### config.mk
export PLATFORM = sky130hd
export DESIGN_NAME = nth_prime_finder
export DESIGN_NICKNAME = d
export VERILOG_FILES = /design/src/rtl/npf_pkg.sv /design/src/rtl/npf_rem_unit.sv /design/src/rtl/nth_prime_finder.sv
export SDC_FILE = /design/constraint.sdc
export NUM_CORES = 1
export LEC_CHECK = 0
export BUFFER_PORTS_ARGS = -buffer_cell sky130_fd_sc_hd__buf_4
export CORE_MARGIN = 8
export CORE_UTILIZATION = 55
export DETAILED_ROUTE_END_ITERATION = 10
export GPL_TIMING_DRIVEN = 0
export PLACE_DENSITY = 0.76
export SLEW_MARGIN = 20
export SYNTH_ARGS = -nofsm -noshare
export SYNTH_HDL_FRONTEND = slang
export SYNTH_SLANG_ARGS = --single-unit
### constraint.sdc
create_clock -name clk -period 3.4 [get_ports clk]
set_input_delay 0.68 -clock clk [delete_from_list [all_inputs] [get_ports clk]]
set_output_delay 0.68 -clock clk [all_outputs]
set_load 0.02 [all_outputs]
### src/rtl/npf_pkg.sv
// ----------------------------------------------------------------------------
// npf_pkg: shared constants and types for the nth prime finder
// Field widths, range limits and the request/response bundles of the
// shared remainder unit.
// ----------------------------------------------------------------------------
package npf_pkg;

  // Range limits
  localparam int MAX_INDEX   = 4096;
  localparam int PRIME_WIDTH = 16;
  localparam int IDX_W       = 13;

  // Candidate carries one extra bit to see it pass the prime width
  localparam int CAND_W = PRIME_WIDTH + 1;
  // Trial divisors never pass sqrt(2^PRIME_WIDTH), plus one to hold the stop value
  localparam int DIV_W  = PRIME_WIDTH / 2 + 1;
  // Running square of the divisor
  localparam int SQ_W   = 2 * DIV_W - 1;
  // Bit counter of the remainder unit
  localparam int STEP_W = $clog2(PRIME_WIDTH);

  typedef logic [IDX_W-1:0]       idx_t;
  typedef logic [PRIME_WIDTH-1:0] prime_t;

  // Request into the remainder unit
  typedef struct packed {
    logic                   start;
    logic [PRIME_WIDTH-1:0] dividend;
    logic [DIV_W-1:0]       divisor;
  } rem_req_t;

  // Response out of the remainder unit
  typedef struct packed {
    logic done;
    logic rem_zero;
  } rem_rsp_t;

endpackage

### src/rtl/npf_rem_unit.sv
// ----------------------------------------------------------------------------
// npf_rem_unit: shift-subtract remainder unit
// Computes dividend mod divisor one dividend bit per cycle and reports
// whether the remainder is zero.
// ----------------------------------------------------------------------------
module npf_rem_unit (
  input  logic              clk,
  input  logic              rst,
  input  npf_pkg::rem_req_t req,
  output npf_pkg::rem_rsp_t rsp
);
  import npf_pkg::*;

  logic                   running;
  logic [STEP_W-1:0]      step;
  logic [PRIME_WIDTH-1:0] dvd;
  logic [DIV_W-1:0]       dsr;
  logic [DIV_W-1:0]       rem;
  logic [DIV_W-1:0]       rem_next;
  logic [DIV_W:0]         rem_sh;
  logic                   done;
  logic                   rem_zero;

  // Shift in the next dividend bit and subtract when it fits
  always_comb begin
    rem_sh = {rem, dvd[PRIME_WIDTH-1]};
    if (rem_sh >= {1'b0, dsr}) begin
      rem_next = DIV_W'(rem_sh - {1'b0, dsr});
    end else begin
      rem_next = rem_sh[DIV_W-1:0];
    end
  end

  // Control: run for one pass over the dividend bits
  always_ff @(posedge clk) begin
    if (rst) begin
      running <= 1'b0;
      step    <= '0;
      done    <= 1'b0;
    end else begin
      done <= 1'b0;
      if (req.start) begin
        running <= 1'b1;
        step    <= '0;
      end else if (running) begin
        step <= step + 1'b1;
        if (step == STEP_W'(PRIME_WIDTH - 1)) begin
          running <= 1'b0;
          done    <= 1'b1;
        end
      end
    end
  end

  // Datapath: load operands, then advance the remainder
  always_ff @(posedge clk) begin
    if (req.start) begin
      dvd <= req.dividend;
      dsr <= req.divisor;
      rem <= '0;
    end else if (running) begin
      dvd <= {dvd[PRIME_WIDTH-2:0], 1'b0};
      rem <= rem_next;
      if (step == STEP_W'(PRIME_WIDTH - 1)) begin
        rem_zero <= (rem_next == '0);
      end
    end
  end

  assign rsp.done     = done;
  assign rsp.rem_zero = rem_zero;

endmodule

### src/rtl/nth_prime_finder.sv
// ----------------------------------------------------------------------------
// nth_prime_finder: returns the nth prime by trial division
// Sequencer that walks candidates upward from 2 and tests each one with
// a shared remainder unit.
// ----------------------------------------------------------------------------
// Usage:
//   Drive prime_index and raise start while busy is low; the request is
//   taken at that clock edge. busy stays high while the search runs.
//   When the search ends, done is high for exactly one cycle with
//   prime_value, primes_counted and overflow valid in that cycle only;
//   the receiver cannot stall, so it must capture the result then.
//   An index of zero returns zeros; an index above MAX_INDEX returns
//   prime 0, count 0 and overflow 1. Both finish in the cycle after the
//   request. A candidate passing the prime width stops the search with
//   overflow set and the count reached so far.
//   Each candidate is tested with trial divisors from 2 upward until
//   the divisor's square passes the candidate (prime) or a divisor
//   leaves remainder zero (not prime); each trial divisor runs through
//   the remainder unit. One request at a time; a new request may be
//   taken in the cycle done is high.
//   Reset (rst, synchronous) returns the block to idle and drops any
//   search in flight without a result.
// ----------------------------------------------------------------------------
module nth_prime_finder (
  input  logic          clk,
  input  logic          rst,
  input  logic          start,
  output logic          busy,
  input  npf_pkg::idx_t prime_index,
  output logic          done,
  output npf_pkg::prime_t prime_value,
  output npf_pkg::idx_t primes_counted,
  output logic          overflow
);
  import npf_pkg::*;

  typedef enum logic [3:0] {
    S_IDLE = 4'b0001,
    S_CAND = 4'b0010,
    S_TEST = 4'b0100,
    S_DIV  = 4'b1000
  } state_t;

  state_t            state;
  logic [IDX_W-1:0]  target;
  logic [IDX_W-1:0]  count;
  logic [CAND_W-1:0] cand;
  logic [DIV_W-1:0]  trial;
  logic [SQ_W-1:0]   square;
  prime_t            last_prime;
  rem_req_t          rem_req;
  rem_rsp_t          rem_rsp;
  logic              sq_over;

  // Divisor square past the candidate means no divisor left: prime
  assign sq_over = ({{(CAND_W > SQ_W ? CAND_W - SQ_W : 0){1'b0}}, square} > cand);

  // Launch the remainder unit on the current candidate and divisor
  always_comb begin
    rem_req.start    = (state == S_TEST) && !sq_over;
    rem_req.dividend = cand[PRIME_WIDTH-1:0];
    rem_req.divisor  = trial;
  end

  npf_rem_unit u_rem (
    .clk (clk),
    .rst (rst),
    .req (rem_req),
    .rsp (rem_rsp)
  );

  assign busy = (state != S_IDLE);

  // Sequencer
  always_ff @(posedge clk) begin
    if (rst) begin
      state <= S_IDLE;
      done  <= 1'b0;
    end else begin
      done <= 1'b0;
      unique case (state)
        S_IDLE: begin
          if (start) begin
            target     <= prime_index;
            count      <= '0;
            cand       <= CAND_W'(2);
            last_prime <= '0;
            if (prime_index > IDX_W'(MAX_INDEX)) begin
              done           <= 1'b1;
              prime_value    <= '0;
              primes_counted <= '0;
              overflow       <= 1'b1;
            end else if (prime_index == '0) begin
              done           <= 1'b1;
              prime_value    <= '0;
              primes_counted <= '0;
              overflow       <= 1'b0;
            end else begin
              state <= S_CAND;
            end
          end
        end
        S_CAND: begin
          if (count == target) begin
            // Target reached: report the last prime found
            state          <= S_IDLE;
            done           <= 1'b1;
            prime_value    <= last_prime;
            primes_counted <= count;
            overflow       <= 1'b0;
          end else if (cand[CAND_W-1]) begin
            // Candidate left the prime width: stop with overflow
            state          <= S_IDLE;
            done           <= 1'b1;
            prime_value    <= '0;
            primes_counted <= count;
            overflow       <= 1'b1;
          end else begin
            trial  <= DIV_W'(2);
            square <= SQ_W'(4);
            state  <= S_TEST;
          end
        end
        S_TEST: begin
          if (sq_over) begin
            last_prime <= cand[PRIME_WIDTH-1:0];
            count      <= count + 1'b1;
            cand       <= cand + 1'b1;
            state      <= S_CAND;
          end else begin
            state <= S_DIV;
          end
        end
        S_DIV: begin
          if (rem_rsp.done) begin
            if (rem_rsp.rem_zero) begin
              // Divisor found: drop the candidate
              cand  <= cand + 1'b1;
              state <= S_CAND;
            end else begin
              // Advance divisor; (d+1)^2 = d^2 + 2d + 1
              trial  <= trial + 1'b1;
              square <= square + SQ_W'({trial, 1'b1});
              state  <= S_TEST;
            end
          end
        end
        default: state <= S_IDLE;
      endcase
    end
  end

endmodule

==> metrics.cfg <==
[outcome]
outcome=finished clean

[yosys]
synth_edf_count=141
synth-main-ff-cell=edfxtp_1
avgSynthCellArea_um2=11.5
synth_fa_ha_area_share_pct=6.36
yosys-top-cells-area=edfxtp_1 (51%), ha_1 (5.9%), dfxtp_1 (4.8%)
yosys.area_share.simple_pct=17.0
synth-xor-area-share_pct=6.01
yosys.area.top_type=edfxtp_1
ys_seq_area_share_pct=55.8
synth_top_family_by_area=simple AND/OR/NAND/NOR gates
yosys-mux-area-fraction_pct=3.42
synth-seq-cells=161
async_flop_share_pct=0
postSynthCellCount=720
synth_nets=777
syn_area_mm2=0.00830
synth.top_cell.area_share_pct=51.0
yosysWarnings=0
synth.distinct_cells=63
synth_compound_area_share_pct=8.39

[drt]
drt_iter0_markers=396
via_per_inst=5.71
drcViolationCount=0
drtPass1Iterations=5
wl_per_cell_um=16.7
drtAntennaViolNets=0
drt_wl_total_um=16500
vias=5651

[sta]
finalCriticalPeriod_ns=3.11
finalHoldViolCount=0
setup_tns_ns=0
relSlewSlack_pct=28.7
whs_ns=0.440
skew_ns=0.00897
slew_viol_final=0
max_freq_mhz=321
tightest_slew_ns=1.07
fin_crit_sh_pct=91.6
rsz0062_at_grt=false
setup_viol=0

[finish]
final_nets=845
fillers=1186
drive_above_1_share_pct=12.9
syn_to_final_growth_pct=14.5
layout.cells.most_common_list=edfxtp_1 (141), nor2_1 (87), buf_4 (49)
regArea_mm2=0.00463
final_core_util_pct=63.5
multiInputGateArea_mm2=0.00345
mostFrequentLayoutCell=edfxtp_1
diodes=0

[pwr]
power-per-cell-area_mw_per_mm2=604
power.switching_mw=1.75
clkPwrFrac_pct=31.5
cellLeakagePower_nw=3.58
ir_worst_vdd_mv=0.384
p_int_mw=3.99
sw_frac_of_total_pct=30.5
pwr-share-comb_pct=22.5
power_frac_seq_pct=46.0

[floorplan]
dieArea_mm2=0.0193
die_h_um=139
core_mm2=0.0150
die_w_um=139
start_util_pct=55.4
io_pins=48
num_rows=45

[clock_network]
cts_tree=done
root_buffer=clkbuf_16
cts_buffers=17
h-tree-depth=4
insertion_delay_ns=0.43
cts_sinks=161
cts_hold_buf=0
clockBufferDepth=2
clk_pin_slew_ns=0.06

[setup_path]
startpoint_type=flip-flop
crit_path_end_kind=flip-flop
cp.arrival_ns=3.19
cp_max_fo=16
cp.required_ns=3.48
critPathKind=reg -> reg

[min_path]
holdCritPathClass=in -> reg

[global_route]
antenna_found_initial=0
grt_use_total_pct=17.5
grt.overflow.total=0
grt_max_degree=31
grt_pass1_wl_um=27400
grt_pass1_vias=5710

[placed_design]
place_congestion=0.853
dp_hpwl_um=12500
portBuffers=46

[run]
maxCapViolations=0

-- timing repair --
item	CTS	global route
pin swaps	1	1
buffers inserted	0	1
gates resized for setup	0	1
setup endpoints to repair	17	33
-- flip-flops by register name, summed over array words and instances (netlist names), 4 cells and up --
name,cells
primes_counted,13
u_rem.step,4
u_rem.dvd,16
u_rem.dsr,9
prime_value,16
state,4
target,13
square,17
cand,17
last_prime,16
u_rem.rem,9
count,13
trial,9
-- per-stage QoR --
step	setup WS (ns)	instances	instance area (um^2)	power (mW)
CTS	0.00613	988	9490	5.73
global route	0.0651	989	9510	5.99
detailed placement	-0.00955	956	8930	3.94
global placement	-0.937	954	8890	3.85
finish	0.287	989	9510	5.74
floorplan	0.0895	720	8310	3.52
-- critical path: stages (launching register included) --
cell	delay, ns
edfxtp_1	0.45
inv_1	0.13
ha_1	0.34
nand4_1	0.16
nor4_2	0.47
nand2_1	0.18
o22ai_4	0.32
buf_2	0.29
or2_2	0.41
-- per-layer routing --
layer  global-route usage (%)  vias to the layer above  part of all wire (%)
li1                         -                     2743                     -
met1                     20.1                     2722                    43
met3                     4.10                       26                   4.7
met4                     7.16                        0                   1.6
met5                        0                        -                     0
met2                     30.9                      160                    51
-- cell type report --
type / count / share of cell area, %
clock inverter: 14 / 1.37
tap: 188 / 2.47
buffer: 22 / 1.05
multi-input combinational: 498 / 36.3
timing repair buffer: 49 / 4.00
clock buffer: 18 / 4.51
sequential: 161 / 48.7
inverter: 39 / 1.54
-- worst paths after layout --
path | startpoint | to | slack (ns) | depth (start not counted)
worst max-delay path | cand[12] | u_rem.dvd[5] | 0.29 | 8
worst min-delay path | prime_index[4] | target[4] | 0.44 | 1
worst max register to register | cand[12] | u_rem.dvd[5] | 0.29 | 8
worst min register to register | last_prime[6] | prime_value[6] | 0.52 | 1
-- cells by family after synthesis --
| kind of cell | count (synthesis) |
|---|---|
| simple gates | 273 |
| flops | 161 |
| compound gates | 101 |
| xor+xnor | 57 |
| mux | 26 |
| fa+ha+maj | 41 |
| buf+inv | 61 |
-- synth_stat cells (15+ instances only) --
master and number:
and2_1 33, o21ai_0 16, xor2_1 25, xnor2_1 32, dfxtp_1 20, edfxtp_1 141
nor2_1 87, nor3_1 20, ha_1 39, a21oi_1 23, clkbuf_1 15, nand3_1 23
inv_1 39, mux2_1 15, nand2_1 33
-- power groups by stage --
stage	Sequential, mW	Clock [mW]	Combinational, mW
2_1_floorplan	2.71	0	0.805
5_1_grt	2.67	1.91	1.41
6_report	2.64	1.81	1.29
3_5_place_dp	2.69	0	1.25
4_1_cts	2.64	1.82	1.26
3_3_place_gp	2.68	0	1.18
(Power assumes the default switching activity.)
